File: src/hdl/edlp_pkg.sv
// Shared types and constants for the escaped DSV line parser.
// Used by the step logic, the top level and the port checker.
package edlp_pkg;

  // Field limits
  localparam int MAX_FIELDS = 16;
  localparam int FIELD_W    = 5;   // current field counter, holds 0..MAX_FIELDS
  localparam int INDEX_W    = 4;   // field index reported with each result

  // Special characters
  localparam logic [7:0] CH_COLON  = 8'h3A;
  localparam logic [7:0] CH_BSLASH = 8'h5C;
  localparam logic [7:0] CH_N      = 8'h6E;
  localparam logic [7:0] CH_NL     = 8'h0A;

  // Result kinds
  localparam logic [1:0] KIND_DATA      = 2'd0;
  localparam logic [1:0] KIND_FIELD_END = 2'd1;
  localparam logic [1:0] KIND_LINE_END  = 2'd2;

  // Line status codes
  localparam logic [2:0] ST_OK          = 3'd0;
  localparam logic [2:0] ST_EMPTY_LINE  = 3'd1;
  localparam logic [2:0] ST_EMPTY_FIELD = 3'd2;
  localparam logic [2:0] ST_TOO_MANY    = 3'd3;
  localparam logic [2:0] ST_TOO_FEW     = 3'd4;

  // Configuration register map (byte addresses)
  localparam int          PADDR_W      = 3;
  localparam logic [PADDR_W-1:0] ADDR_FIELD_COUNT = 3'd0;

  // Per-line parser state
  typedef struct packed {
    logic               escape_pending;
    logic [FIELD_W-1:0] current_field;
    logic               field_has_bytes;
    logic               line_has_bytes;
    logic [2:0]         line_error;
  } line_state_t;

  // One result word
  typedef struct packed {
    logic [1:0]         kind;
    logic [7:0]         out_char;
    logic [INDEX_W-1:0] field_index;
    logic [2:0]         status;
  } result_t;

endpackage

File: src/hdl/edlp_in_if.sv
// Input channel of the escaped DSV line parser: one raw text byte per word.
// Valid/ready handshake; no dependencies.
interface edlp_in_if;
  logic       valid;
  logic       ready;
  logic [7:0] in_byte;

  modport source (output valid, output in_byte, input ready);
  modport sink   (input valid, input in_byte, output ready);
endinterface

File: src/hdl/edlp_out_if.sv
// Result channel of the escaped DSV line parser: kind, byte, field, status.
// Valid/ready handshake; no dependencies.
interface edlp_out_if;
  logic       valid;
  logic       ready;
  logic [1:0] kind;
  logic [7:0] out_char;
  logic [3:0] field_index;
  logic [2:0] status;

  modport source (output valid, output kind, output out_char, output field_index,
                  output status, input ready);
  modport sink   (input valid, input kind, input out_char, input field_index,
                  input status, output ready);
endinterface

File: src/hdl/edlp_step.sv
// Next-state and result logic for one raw byte of the parser.
// Depends on edlp_pkg.
module edlp_step import edlp_pkg::*; (
  input  line_state_t  cur,
  input  logic [7:0]   in_byte,
  input  logic [4:0]   field_count,
  output line_state_t  nxt,
  output result_t      res,
  output logic         res_valid
);

  logic [FIELD_W-1:0] cnt;
  logic [FIELD_W:0]   next_field;
  logic               too_few;
  logic [7:0]         data_byte;
  logic [2:0]         line_status;

  // Clamp the field count register to 1..MAX_FIELDS
  always_comb begin
    cnt = field_count;
    if (field_count == '0) begin
      cnt = FIELD_W'(1);
    end else if (field_count > FIELD_W'(MAX_FIELDS)) begin
      cnt = FIELD_W'(MAX_FIELDS);
    end
  end

  assign next_field = {1'b0, cur.current_field} + (FIELD_W+1)'(1);
  assign too_few    = next_field < {1'b0, cnt};
  assign data_byte  = (cur.escape_pending && in_byte == CH_N) ? CH_NL : in_byte;

  // Status reported at end of line, first matching condition wins
  always_comb begin
    if (cur.line_error != ST_OK) begin
      line_status = cur.line_error;
    end else if (!cur.line_has_bytes && !cur.escape_pending) begin
      line_status = ST_EMPTY_LINE;
    end else if (!cur.field_has_bytes) begin
      line_status = ST_EMPTY_FIELD;
    end else if (too_few) begin
      line_status = ST_TOO_FEW;
    end else begin
      line_status = ST_OK;
    end
  end

  // Byte classification and state update
  always_comb begin
    nxt             = cur;
    res_valid       = 1'b0;
    res.kind        = KIND_DATA;
    res.out_char    = '0;
    res.field_index = cur.current_field[INDEX_W-1:0];
    res.status      = ST_OK;

    if (in_byte == CH_NL) begin
      // raw newline always closes the line, pending escape dropped
      res_valid  = 1'b1;
      res.kind   = KIND_LINE_END;
      res.status = line_status;
      nxt        = '0;
    end else if (!cur.escape_pending && in_byte == CH_BSLASH) begin
      nxt.escape_pending = 1'b1;
    end else if (!cur.escape_pending && in_byte == CH_COLON) begin
      if (cur.line_error != ST_OK) begin
        // suppressed until newline
      end else if (!cur.field_has_bytes) begin
        nxt.line_error = ST_EMPTY_FIELD;
      end else begin
        res_valid = 1'b1;
        res.kind  = KIND_FIELD_END;
        if (cur.current_field < FIELD_W'(MAX_FIELDS)) begin
          nxt.current_field = next_field[FIELD_W-1:0];
        end
        nxt.field_has_bytes = 1'b0;
      end
    end else begin
      // data byte, escaped or not
      nxt.escape_pending = 1'b0;
      if (cur.line_error != ST_OK) begin
        // suppressed until newline
      end else if (cur.current_field >= cnt) begin
        nxt.line_error = ST_TOO_MANY;
      end else begin
        res_valid           = 1'b1;
        res.kind            = KIND_DATA;
        res.out_char        = data_byte;
        nxt.field_has_bytes = 1'b1;
        nxt.line_has_bytes  = 1'b1;
      end
    end
  end

endmodule

File: src/hdl/escaped_dsv_line_parser.sv
// Top level of the escaped DSV line parser: state, output register, APB port.
// Depends on edlp_pkg, edlp_in_if, edlp_out_if and edlp_step.
//
// The parser takes one raw byte per clock on the text channel unless stalled
// and gives at most one result word per byte on the token channel, in the
// cycle after the byte is taken. Throughput is one byte per cycle without a
// stall, set by the combinational line state update in edlp_step; text.ready
// stays high while the output register is empty or is being drained in the
// same cycle. The field_count register sits at byte address 0 of the APB port
// and should be written only while the parser holds no pending result.
module escaped_dsv_line_parser import edlp_pkg::*; (
  input  logic               clk,
  input  logic               rst,
  edlp_in_if.sink            text,
  edlp_out_if.source         token,
  input  logic               psel,
  input  logic               penable,
  input  logic               pwrite,
  input  logic [PADDR_W-1:0] paddr,
  input  logic [31:0]        pwdata,
  output logic [31:0]        prdata,
  output logic               pready
);

  line_state_t state;
  line_state_t state_next;
  result_t     result;
  result_t     result_next;
  logic        result_valid_next;
  logic        out_valid;
  logic [4:0]  field_count;
  logic        accept;
  logic        cfg_write;
  logic        cfg_hit;

  // Register access
  assign pready    = 1'b1;
  assign cfg_hit   = paddr[PADDR_W-1:2] == ADDR_FIELD_COUNT[PADDR_W-1:2];
  assign cfg_write = psel && penable && pwrite && cfg_hit;
  assign prdata    = cfg_hit ? {27'd0, field_count} : 32'd0;

  // Input handshake
  assign text.ready = !out_valid || token.ready;
  assign accept     = text.valid && text.ready;

  edlp_step u_step (
    .cur         (state),
    .in_byte     (text.in_byte),
    .field_count (field_count),
    .nxt         (state_next),
    .res         (result_next),
    .res_valid   (result_valid_next)
  );

  // Control state
  always_ff @(posedge clk) begin
    if (rst) begin
      state       <= '0;
      field_count <= 5'd1;
      out_valid   <= 1'b0;
    end else begin
      if (cfg_write) begin
        field_count <= pwdata[4:0];
      end
      if (accept) begin
        state     <= state_next;
        out_valid <= result_valid_next;
      end else if (token.ready) begin
        out_valid <= 1'b0;
      end
    end
  end

  // Result payload
  always_ff @(posedge clk) begin
    if (accept && result_valid_next) begin
      result <= result_next;
    end
  end

  assign token.valid       = out_valid;
  assign token.kind        = result.kind;
  assign token.out_char    = result.out_char;
  assign token.field_index = result.field_index;
  assign token.status      = result.status;

endmodule

File: src/flat_wrapper.sv
// flat-port wrapper written by rule: the top's interface ports become plain ports
module escaped_dsv_line_parser_flat import edlp_pkg::*;
  (clk, rst, psel, penable, pwrite, paddr, pwdata, prdata, pready, text_valid, text_in_byte, text_ready, token_valid, token_kind, token_out_char, token_field_index, token_status, token_ready);
  edlp_in_if text_i ();
  edlp_out_if token_i ();
  input  logic clk;
  input  logic rst;
  input  logic psel;
  input  logic penable;
  input  logic pwrite;
  input  logic [PADDR_W-1:0] paddr;
  input  logic [31:0] pwdata;
  output logic [31:0] prdata;
  output logic pready;
  input wire logic [$bits(text_i.valid)-1:0] text_valid;
  input wire logic [$bits(text_i.in_byte)-1:0] text_in_byte;
  output wire logic [$bits(text_i.ready)-1:0] text_ready;
  output wire logic [$bits(token_i.valid)-1:0] token_valid;
  output wire logic [$bits(token_i.kind)-1:0] token_kind;
  output wire logic [$bits(token_i.out_char)-1:0] token_out_char;
  output wire logic [$bits(token_i.field_index)-1:0] token_field_index;
  output wire logic [$bits(token_i.status)-1:0] token_status;
  input wire logic [$bits(token_i.ready)-1:0] token_ready;
  assign text_i.valid = text_valid;
  assign text_i.in_byte = text_in_byte;
  assign text_ready = text_i.ready;
  assign token_valid = token_i.valid;
  assign token_kind = token_i.kind;
  assign token_out_char = token_i.out_char;
  assign token_field_index = token_i.field_index;
  assign token_status = token_i.status;
  assign token_i.ready = token_ready;
  escaped_dsv_line_parser u_core (.clk(clk), .rst(rst), .text(text_i), .token(token_i), .psel(psel), .penable(penable), .pwrite(pwrite), .paddr(paddr), .pwdata(pwdata), .prdata(prdata), .pready(pready));
endmodule
File: config.mk
export PLATFORM = sky130hd
export DESIGN_NAME = escaped_dsv_line_parser_flat
export DESIGN_NICKNAME = d
export VERILOG_FILES = /design/src/hdl/edlp_pkg.sv /design/src/hdl/edlp_in_if.sv /design/src/hdl/edlp_out_if.sv /design/src/hdl/edlp_step.sv /design/src/hdl/escaped_dsv_line_parser.sv /design/src/flat_wrapper.sv
export SDC_FILE = /design/constraint.sdc
export NUM_CORES = 1
export LEC_CHECK = 0
export BUFFER_PORTS_ARGS = -buffer_cell sky130_fd_sc_hd__buf_2
export CAP_MARGIN = 20
export CORE_ASPECT_RATIO = 0.8
export CORE_MARGIN = 2
export CORE_UTILIZATION = 45
export DETAILED_ROUTE_END_ITERATION = 6
export GPL_ROUTABILITY_DRIVEN = 0
export PLACE_DENSITY = 0.86
export SETUP_SLACK_MARGIN = 0.1
export SLEW_MARGIN = 20
export SYNTH_ARGS = -nofsm -noshare
export SYNTH_HDL_FRONTEND = slang
export SYNTH_SLANG_ARGS = --single-unit
File: constraint.sdc
create_clock -name clk -period 3.7 [get_ports clk]
set_input_delay 0.74 -clock clk [delete_from_list [all_inputs] [get_ports clk]]
set_output_delay 0.74 -clock clk [all_outputs]
set_load 0.1 [all_outputs]
==> results of run 1 <==
[state kept, by name, summed over array words and instances (netlist names)]
register                  count
u_core.state                 10
u_core.token.out_char         8
u_core.field_count            5
u_core.token.field_index      4
u_core.token.status           3
u_core.token.kind             2
u_core.token.valid            1
[area by class of cell]
| type | instances | area, sq um | share of cell area |
|---|---|---|---|
| clock buffer | 6 | 72.57 | 0.03235 |
| sequential | 33 | 830.8 | 0.3703 |
| multi-input combinational | 159 | 1008 | 0.4495 |
| clock inverter | 2 | 10.01 | 0.004462 |
| tap | 57 | 71.32 | 0.03179 |
| timing repair buffer | 45 | 227.7 | 0.1015 |
| inverter | 6 | 22.52 | 0.01004 |
[routing by layer]
metal  vias up  GRT usage  share of wire
met5         -          0              0
met4         0    0.06360          0.016
met3         5    0.03868          0.078
met2        60     0.2144           0.42
met1       663     0.2062           0.49
li1        754          -              -
[through the flow]
step	instances	power [uW]	worst slack (ps)	hold WS, ps
2_1_floorplan	227	784.6	597.6	451.0
3_3_place_gp	300	805.5	1174	494.1
3_5_place_dp	300	807.1	1179	488.8
4_1_cts	308	1064	1169	508.1
5_1_grt	308	1093	910.6	517.6
6_report	308	1054	1178	493.8
[worst max-delay path: stages (launching register included)]
cell	delay (ps)
dfxtp_1	340
nor3_1	190
nor2_1	60
nor2_1	140
ha_1	250
nand2b_1	140
a31oi_1	160
o21ai_1	220
o32a_1	360
nor2_1	110
buf_4	250
[logic make-up after synthesis]
family / Yosys count / share of synthesized area
compound gates: 32 / 0.1158
xor+xnor: 3 / 0.01329
mux: 5 / 0.02593
flops: 33 / 0.4200
fa+ha+maj: 11 / 0.06958
buf+inv: 35 / 0.1195
other cells: 2 / 0.003796
simple gates: 80 / 0.2321
[path summary, 6_finish.rpt]
kind / from / endpoint / slack, ps / cells after the start
setup / recovery: u_core.field_count[3]$_SDFFE_PP0P_ / u_core.token.status[0]$_SDFFCE_PP0P_ / 1180 / 10
hold / removal: u_core.field_count[0]$_SDFFE_PP1P_ / u_core.field_count[0]$_SDFFE_PP1P_ / 490 / 1
setup reg to reg: u_core.field_count[3]$_SDFFE_PP0P_ / u_core.token.status[0]$_SDFFCE_PP0P_ / 1180 / 10
hold reg to reg: u_core.field_count[0]$_SDFFE_PP1P_ / u_core.field_count[0]$_SDFFE_PP1P_ / 490 / 1
[power breakdown]
part / switching, uW / leakage [uW] / internal (uW)
combinational: 328 / 0.000661 / 48.7
clock: 125 / 0.0000450 / 130
sequential: 8.99 / 0.000298 / 413
total: 462 / 0.00100 / 592
[cell usage in the layout (no fill, tap or decap), types with 3 or more instances in the layout]
| master | n |
|---|---|
| dfxtp_1 | 16 |
| nor3_1 | 7 |
| ha_1 | 11 |
| inv_1 | 6 |
| clkbuf_8 | 5 |
| buf_2 | 44 |
| nand2b_1 | 3 |
| nor2_1 | 21 |
| o21a_1 | 5 |
| o21ai_0 | 3 |
| conb_1 | 28 |
| nand3_1 | 4 |
| and2_1 | 8 |
| nand2_1 | 13 |
| a21oi_1 | 10 |
| nor2b_1 | 6 |
| edfxtp_1 | 17 |
| mux2i_1 | 4 |
==> results.md, run 1 <==
| Parameter | Reported | Unit |
|---|---|---|
| Num CTS Buffers | 5 | - |
| Top Ports | 102 | - |
| 1st-iter DRT viols | 89 | - |
| Sort of element at the start of the critical path | flip-flop | - |
| Hold crit path type | flip-flop to flip-flop | - |
| Number of distinct library cells after synthesis | 45 | - |
| Top-count cell post-synth | buf_4 | - |
| Area grow syn2layout | 13.41 | % |
| Fin nets | 311 | - |
| Number of failing hold endpoints at the final stage | 0 | - |
| Total vias in the final route | 1,482 | - |
| Number of synthesized flops with an enable pin | 17 | - |
| Global-route wire length before repair | 5.733 | mm |
| Via count of the first global-routing pass | 1,272 | - |
| Fmax | 396.5 | MHz |
| Cell taking the most area after synthesis | edfxtp_1 | - |
| Critical path class | flip-flop to flip-flop | - |
| Proportion of synthesized flip-flops having asynchronous set or reset | 0 | - |
| Flip-flop and latch count after synthesis | 33 | - |
| Clk sinks | 33 | - |
| Share of post-route cells with drive strength above 1 | 0.2430 | - |
| Number of I/O port buffers | 44 | - |
| Final count of negative-setup-slack endpoints | 0 | - |
| Final worst-path cycle share | 0.6817 | - |
| Area post-placement | 0.002161 | sq mm |
| Drt wl/cell | 11.09 | microns |
| Clock slew at the register clock pins of the worst setup and hold paths | 60 | ps |
| Drt pass-1 iters | 4 | - |
| Pin count of the biggest net entering global routing | 18 | - |
| Chip Height | 63.30 | microns |
| Critical Path AT | 2490 | ps |
| Worst setup EP type | flip-flop | - |
| Final worst path period need | 2522 | ps |
| Most frequent cells after synthesis | buf_4, nor2_1, edfxtp_1, dfxtp_1, nand2_1 | - |
| Maximum Capacitance Violations | 0 | - |
| Outcome | finished, final reports clean | - |
| Global-route congestion overflow total | 0 | - |
| End-of-flow core utilization | 0.5336 | - |
| Horizontal die dimension | 78.13 | microns |
| Core area | 0.004204 | sq mm |
| Clock Path Buffers | 2 | - |
| Slew Limit Headroom | 0.6442 | - |
| Worst clock skew | 13.35 | ps |
| Sequential fraction of the synthesis area | 0.4200 | - |
| Post-CTS setup buffers | 0 | - |
| Syn Inst Count | 201 | - |
| Static Leakage | 0.001004 | uW |
| Post-detailed-placement half-perimeter wirelength | 2.636 | mm |
| Total DRC errors in the routed layout | 0 | - |
| Total Negative Setup Slacks | 0 | ps |
| Top cells by area in the synthesized netlist | edfxtp_1, dfxtp_1, buf_4 | - |
| Overall routed net length | 3.416 | mm |
| Summed instance area of the synthesized netlist | 0.001978 | sq mm |
| Fillers | 405 | - |
| TritonCTS clock tree | done | - |
| Mean instance size in the synthesized netlist | 9.842 | sq um |
| RSZ-0062 raised after global routing | no | - |
| Required time at the worst-slack endpoint | 3670 | ps |
| Starting density of the core | 0.4705 | - |
| Overall track demand over capacity in global routing | 0.1473 | - |
| Maximum VDD drop | 0.1680 | mV |
| Crit Path Max Fanout | 17 | - |
| Number of vias per cell | 4.812 | - |
| Total Die Area | 0.004945 | sq mm |
| Primary flip-flop cell chosen by synthesis mapping | edfxtp_1 | - |
| Worst Tran Pin Value | 530.1 | ps |
| Number of antenna violations at the first check in global routing | 0 | - |
| Count of final max-slew check failures | 0 | - |
| Number of cells upsized or downsized after cts | 0 | - |
| Standard-cell row count | 21 | - |
| Clock latency reported for the late side of the worst-skew pair | 290 | ps |
| Max H-tree Level | 2 | - |
| Root buffer cell | clkbuf_8 | - |
| Top-area cell type share of the netlist area | 0.2581 | - |
| Ratio of total power to cell area | 469.9 | mW/mm^2 |
| CTS hold repair buffers | 0 | - |
| Count of nets left with antenna violations after detail routing | 0 | - |
| Yosys warnings | 0 | - |
| Diodes inserted | 0 | - |
| Final std cell area, no fill | 0.002243 | sq mm |
Note: power is estimated with default switching activity, not from simulation.
==> run 2, diff against run 1 <==
CORE_UTILIZATION = 41   (was 45)
PLACE_DENSITY = 0.82   (was 0.86)
clock period = 2.05 ns   (was 3.7 ns; I/O delays follow)
==> run 2 against run 1 <==
Against the previous run:
- the run now ends with setup timing left
- final cell count up 8.4%
- combinational power up 100%
- first-iteration DRC count up 80%
- final area up 20%
- sequential cell count unchanged
- clock power up 91%
- clock skew up 0.83 ps
- global-route usage up 3.6 points
- critical endpoint is now u_core.token.kind[0]$_SDFFCE_PP0P_
==> results.md, run 2 (synthesized netlist as in run 1, its figures left out) <==
| Parameter | Reported | Unit | Delta |
|---|---|---|---|
| Maximum VDD drop | 0.4003 | mV | +140% |
| Chip Height | 66.13 | microns | +4.5% |
| Slew Limit Headroom | 0.6167 | - | -0.02759 |
| Critical Path AT | 2230 | ps | -260 ps |
| Final worst hold slack | 354.1 | ps | -139.7 ps |
| Worst setup EP type | flip-flop | - |  |
| Hold crit path type | input pin to flip-flop | - |  |
| Standard-cell row count | 22 | - | +4.8% |
| Global-route wire length before repair | 7.127 | mm | +24% |
| Number of failing hold endpoints at the final stage | 0 | - | unchanged |
| Horizontal die dimension | 81.66 | microns | +4.5% |
| Overall track demand over capacity in global routing | 0.1837 | - | +0.03643 |
| RSZ-0062 raised after global routing | yes | - |  |
| Worst Tran Pin Value | 575.0 | ps | +44.94 ps |
| Clock latency reported for the late side of the worst-skew pair | 300 | ps | about the same |
| Outcome | finished, violations left | - |  |
| Drt pass-1 iters | 4 | - | unchanged |
| Count of final max-slew check failures | 0 | - | unchanged |
| Root buffer cell | clkbuf_8 | - |  |
| Register containing the most flip-flops in the final layout | u_core.state | - |  |
| Fin nets | 334 | - | +7.4% |
| Pin count of the biggest net entering global routing | 18 | - | unchanged |
| Global-route congestion overflow total | 0 | - | unchanged |
| Cell Count, Final, Fillers Out | 334 | - | +8.4% |
| Required time at the worst-slack endpoint | 2050 | ps | -1620 ps |
| Fmax | 448.6 | MHz | +13% |
| Share of post-route cells with drive strength above 1 | 0.4307 | - | +0.1876 |
| 1st-iter DRT viols | 160 | - | +80% |
| TritonCTS clock tree | done | - |  |
| Total Die Area | 0.005400 | sq mm | +9.2% |
| Number of antenna violations at the first check in global routing | 0 | - | unchanged |
| Post-detailed-placement half-perimeter wirelength | 3.032 | mm | +15% |
| Drt wl/cell | 14.10 | microns | +27% |
| CTS hold repair buffers | 0 | - | unchanged |
| Sort of element at the start of the critical path | flip-flop | - |  |
| Critical path class | flip-flop to flip-flop | - |  |
| Ratio of total power to cell area | 753.7 | mW/mm^2 | +60% |
| Total vias in the final route | 1,649 | - | +11% |
| Clock Path Buffers | 2 | - | unchanged |
| Worst setup slack after layout | -179.4 | ps | -1357 ps |
| Number of I/O port buffers | 44 | - | unchanged |
| Diodes inserted | 0 | - | unchanged |
| Num CTS Buffers | 5 | - | unchanged |
| Overall routed net length | 4.709 | mm | +38% |
| Clock slew at the register clock pins of the worst setup and hold paths | 60 | ps | about the same |
| Core area | 0.004624 | sq mm | +10% |
| Max H-tree Level | 2 | - | unchanged |
| Number of vias per cell | 4.937 | - | +2.6% |
| Count of nets left with antenna violations after detail routing | 0 | - | unchanged |
| Final worst path period need | 2229 | ps | -293.0 ps |
| Top Ports | 102 | - | unchanged |
| Final worst-path cycle share | 1.087 | - | +0.4058 |
| Commonest non-fill, non-tap cell in the layout | buf_2 | - |  |
| Total DRC errors in the routed layout | 0 | - | unchanged |
| Static Leakage | 0.001186 | uW | +18% |
| Via count of the first global-routing pass | 1,473 | - | +16% |
| Final count of negative-setup-slack endpoints | 22 | - | +22 |
| Placed insts | 320 | - | +6.7% |
| Commonest cells after routing, fill and taps aside | buf_2, conb_1, nor2_1, edfxtp_1, buf_4 | - |  |
| Maximum Capacitance Violations | 0 | - | unchanged |
| Starting density of the core | 0.4278 | - | -0.04278 |
| Clk sinks | 33 | - | unchanged |
| Number of flip-flops in the largest register | 10 | - | unchanged |
| Worst clock skew | 14.17 | ps | +0.8262 ps |
| Violations in the final reports | setup timing | - |  |
| Area grow syn2layout | 35.74 | % |  |
| Crit Path Max Fanout | 17 | - | unchanged |
run 2: cell count changes in the layout (fill, tap and decap cells not counted), moves of 3 or more:
cell | before | now
nor2b_2 | 0 | 4
buf_6 | 0 | 5
nor2_2 | 0 | 3
nor2b_1 | 6 | 1
nor2_1 | 21 | 17
dfxtp_1 | 16 | 12
nor3_2 | 0 | 3
nor3_1 | 7 | 3
buf_4 | 1 | 16
run 2: report_power, final:
group | total, uW | switching (uW) | internal [uW]
logic | 771 | 632 | 139
registers | 764 | 19.9 | 744
clock network | 488 | 254 | 234
total | 2020 | 906 | 1120
run 2: worst max-delay path, cell delays in order (launching register included):
cell	delay, ps
dfxtp_2	320
nor3_2	160
nor2_1	70
nor2_2	110
ha_1	250
nand2b_4	150
a31oi_4	150
o21ai_2	80
o32a_1	330
nor2_4	140
buf_12	160
run 2: per-stage QoR:
| stage | instance area [sq um] | total power, uW | util | setup TNS, ps | setup WS [ps] |
|---|---|---|---|---|---|
| floorplan | 2123 | 1425 | - | -4560 | -268.2 |
| global placement | 2352 | 1485 | 0.5087 | -3521 | -196.6 |
| global route | 2685 | 2088 | 0.5806 | -6296 | -291.3 |
| detailed placement | 2352 | 1493 | 0.5087 | -4783 | -244.6 |
| finish | 2685 | 2024 | 0.5806 | -3294 | -179.4 |
| CTS | 2613 | 1995 | 0.5649 | -4826 | -246.8 |
run 2: path summary, 6_finish.rpt:
check / startpoint / to / slack, ps / depth (start not counted)
max reg2reg: u_core.field_count[3]$_SDFFE_PP0P_ / u_core.token.kind[0]$_SDFFCE_PP0P_ / -180 / 10
min: pwdata[1] / u_core.field_count[1]$_SDFFE_PP0P_ / 350 / 3
min reg2reg: u_core.state[10]$_SDFFE_PP0P_ / u_core.state[10]$_SDFFE_PP0P_ / 550 / 2
max: u_core.field_count[3]$_SDFFE_PP0P_ / u_core.token.kind[0]$_SDFFCE_PP0P_ / -180 / 10
run 2: cell type report:
class / instances / area, sq um
fill: 399 / 1939
multi-input combinational: 159 / 1209
sequential: 33 / 840.8
timing repair buffer: 68 / 451.7
tap: 60 / 75.07
clock buffer: 5 / 68.82
inverter: 6 / 22.52
clock inverter: 3 / 17.52
run 2: layer usage:
layer,global-route usage,up-vias,routed length (microns)
li1,-,801,-
met1,0.2217,757,1915
met2,0.3012,82,2377
met3,0.05601,9,332
met4,0.08125,0,83
met5,0,-,0
run 2: timing repair:
action	CTS	global route
pin swaps	9	12
setup endpoints to repair	28	33
gates resized for setup	19	24
setup buffers	16	2
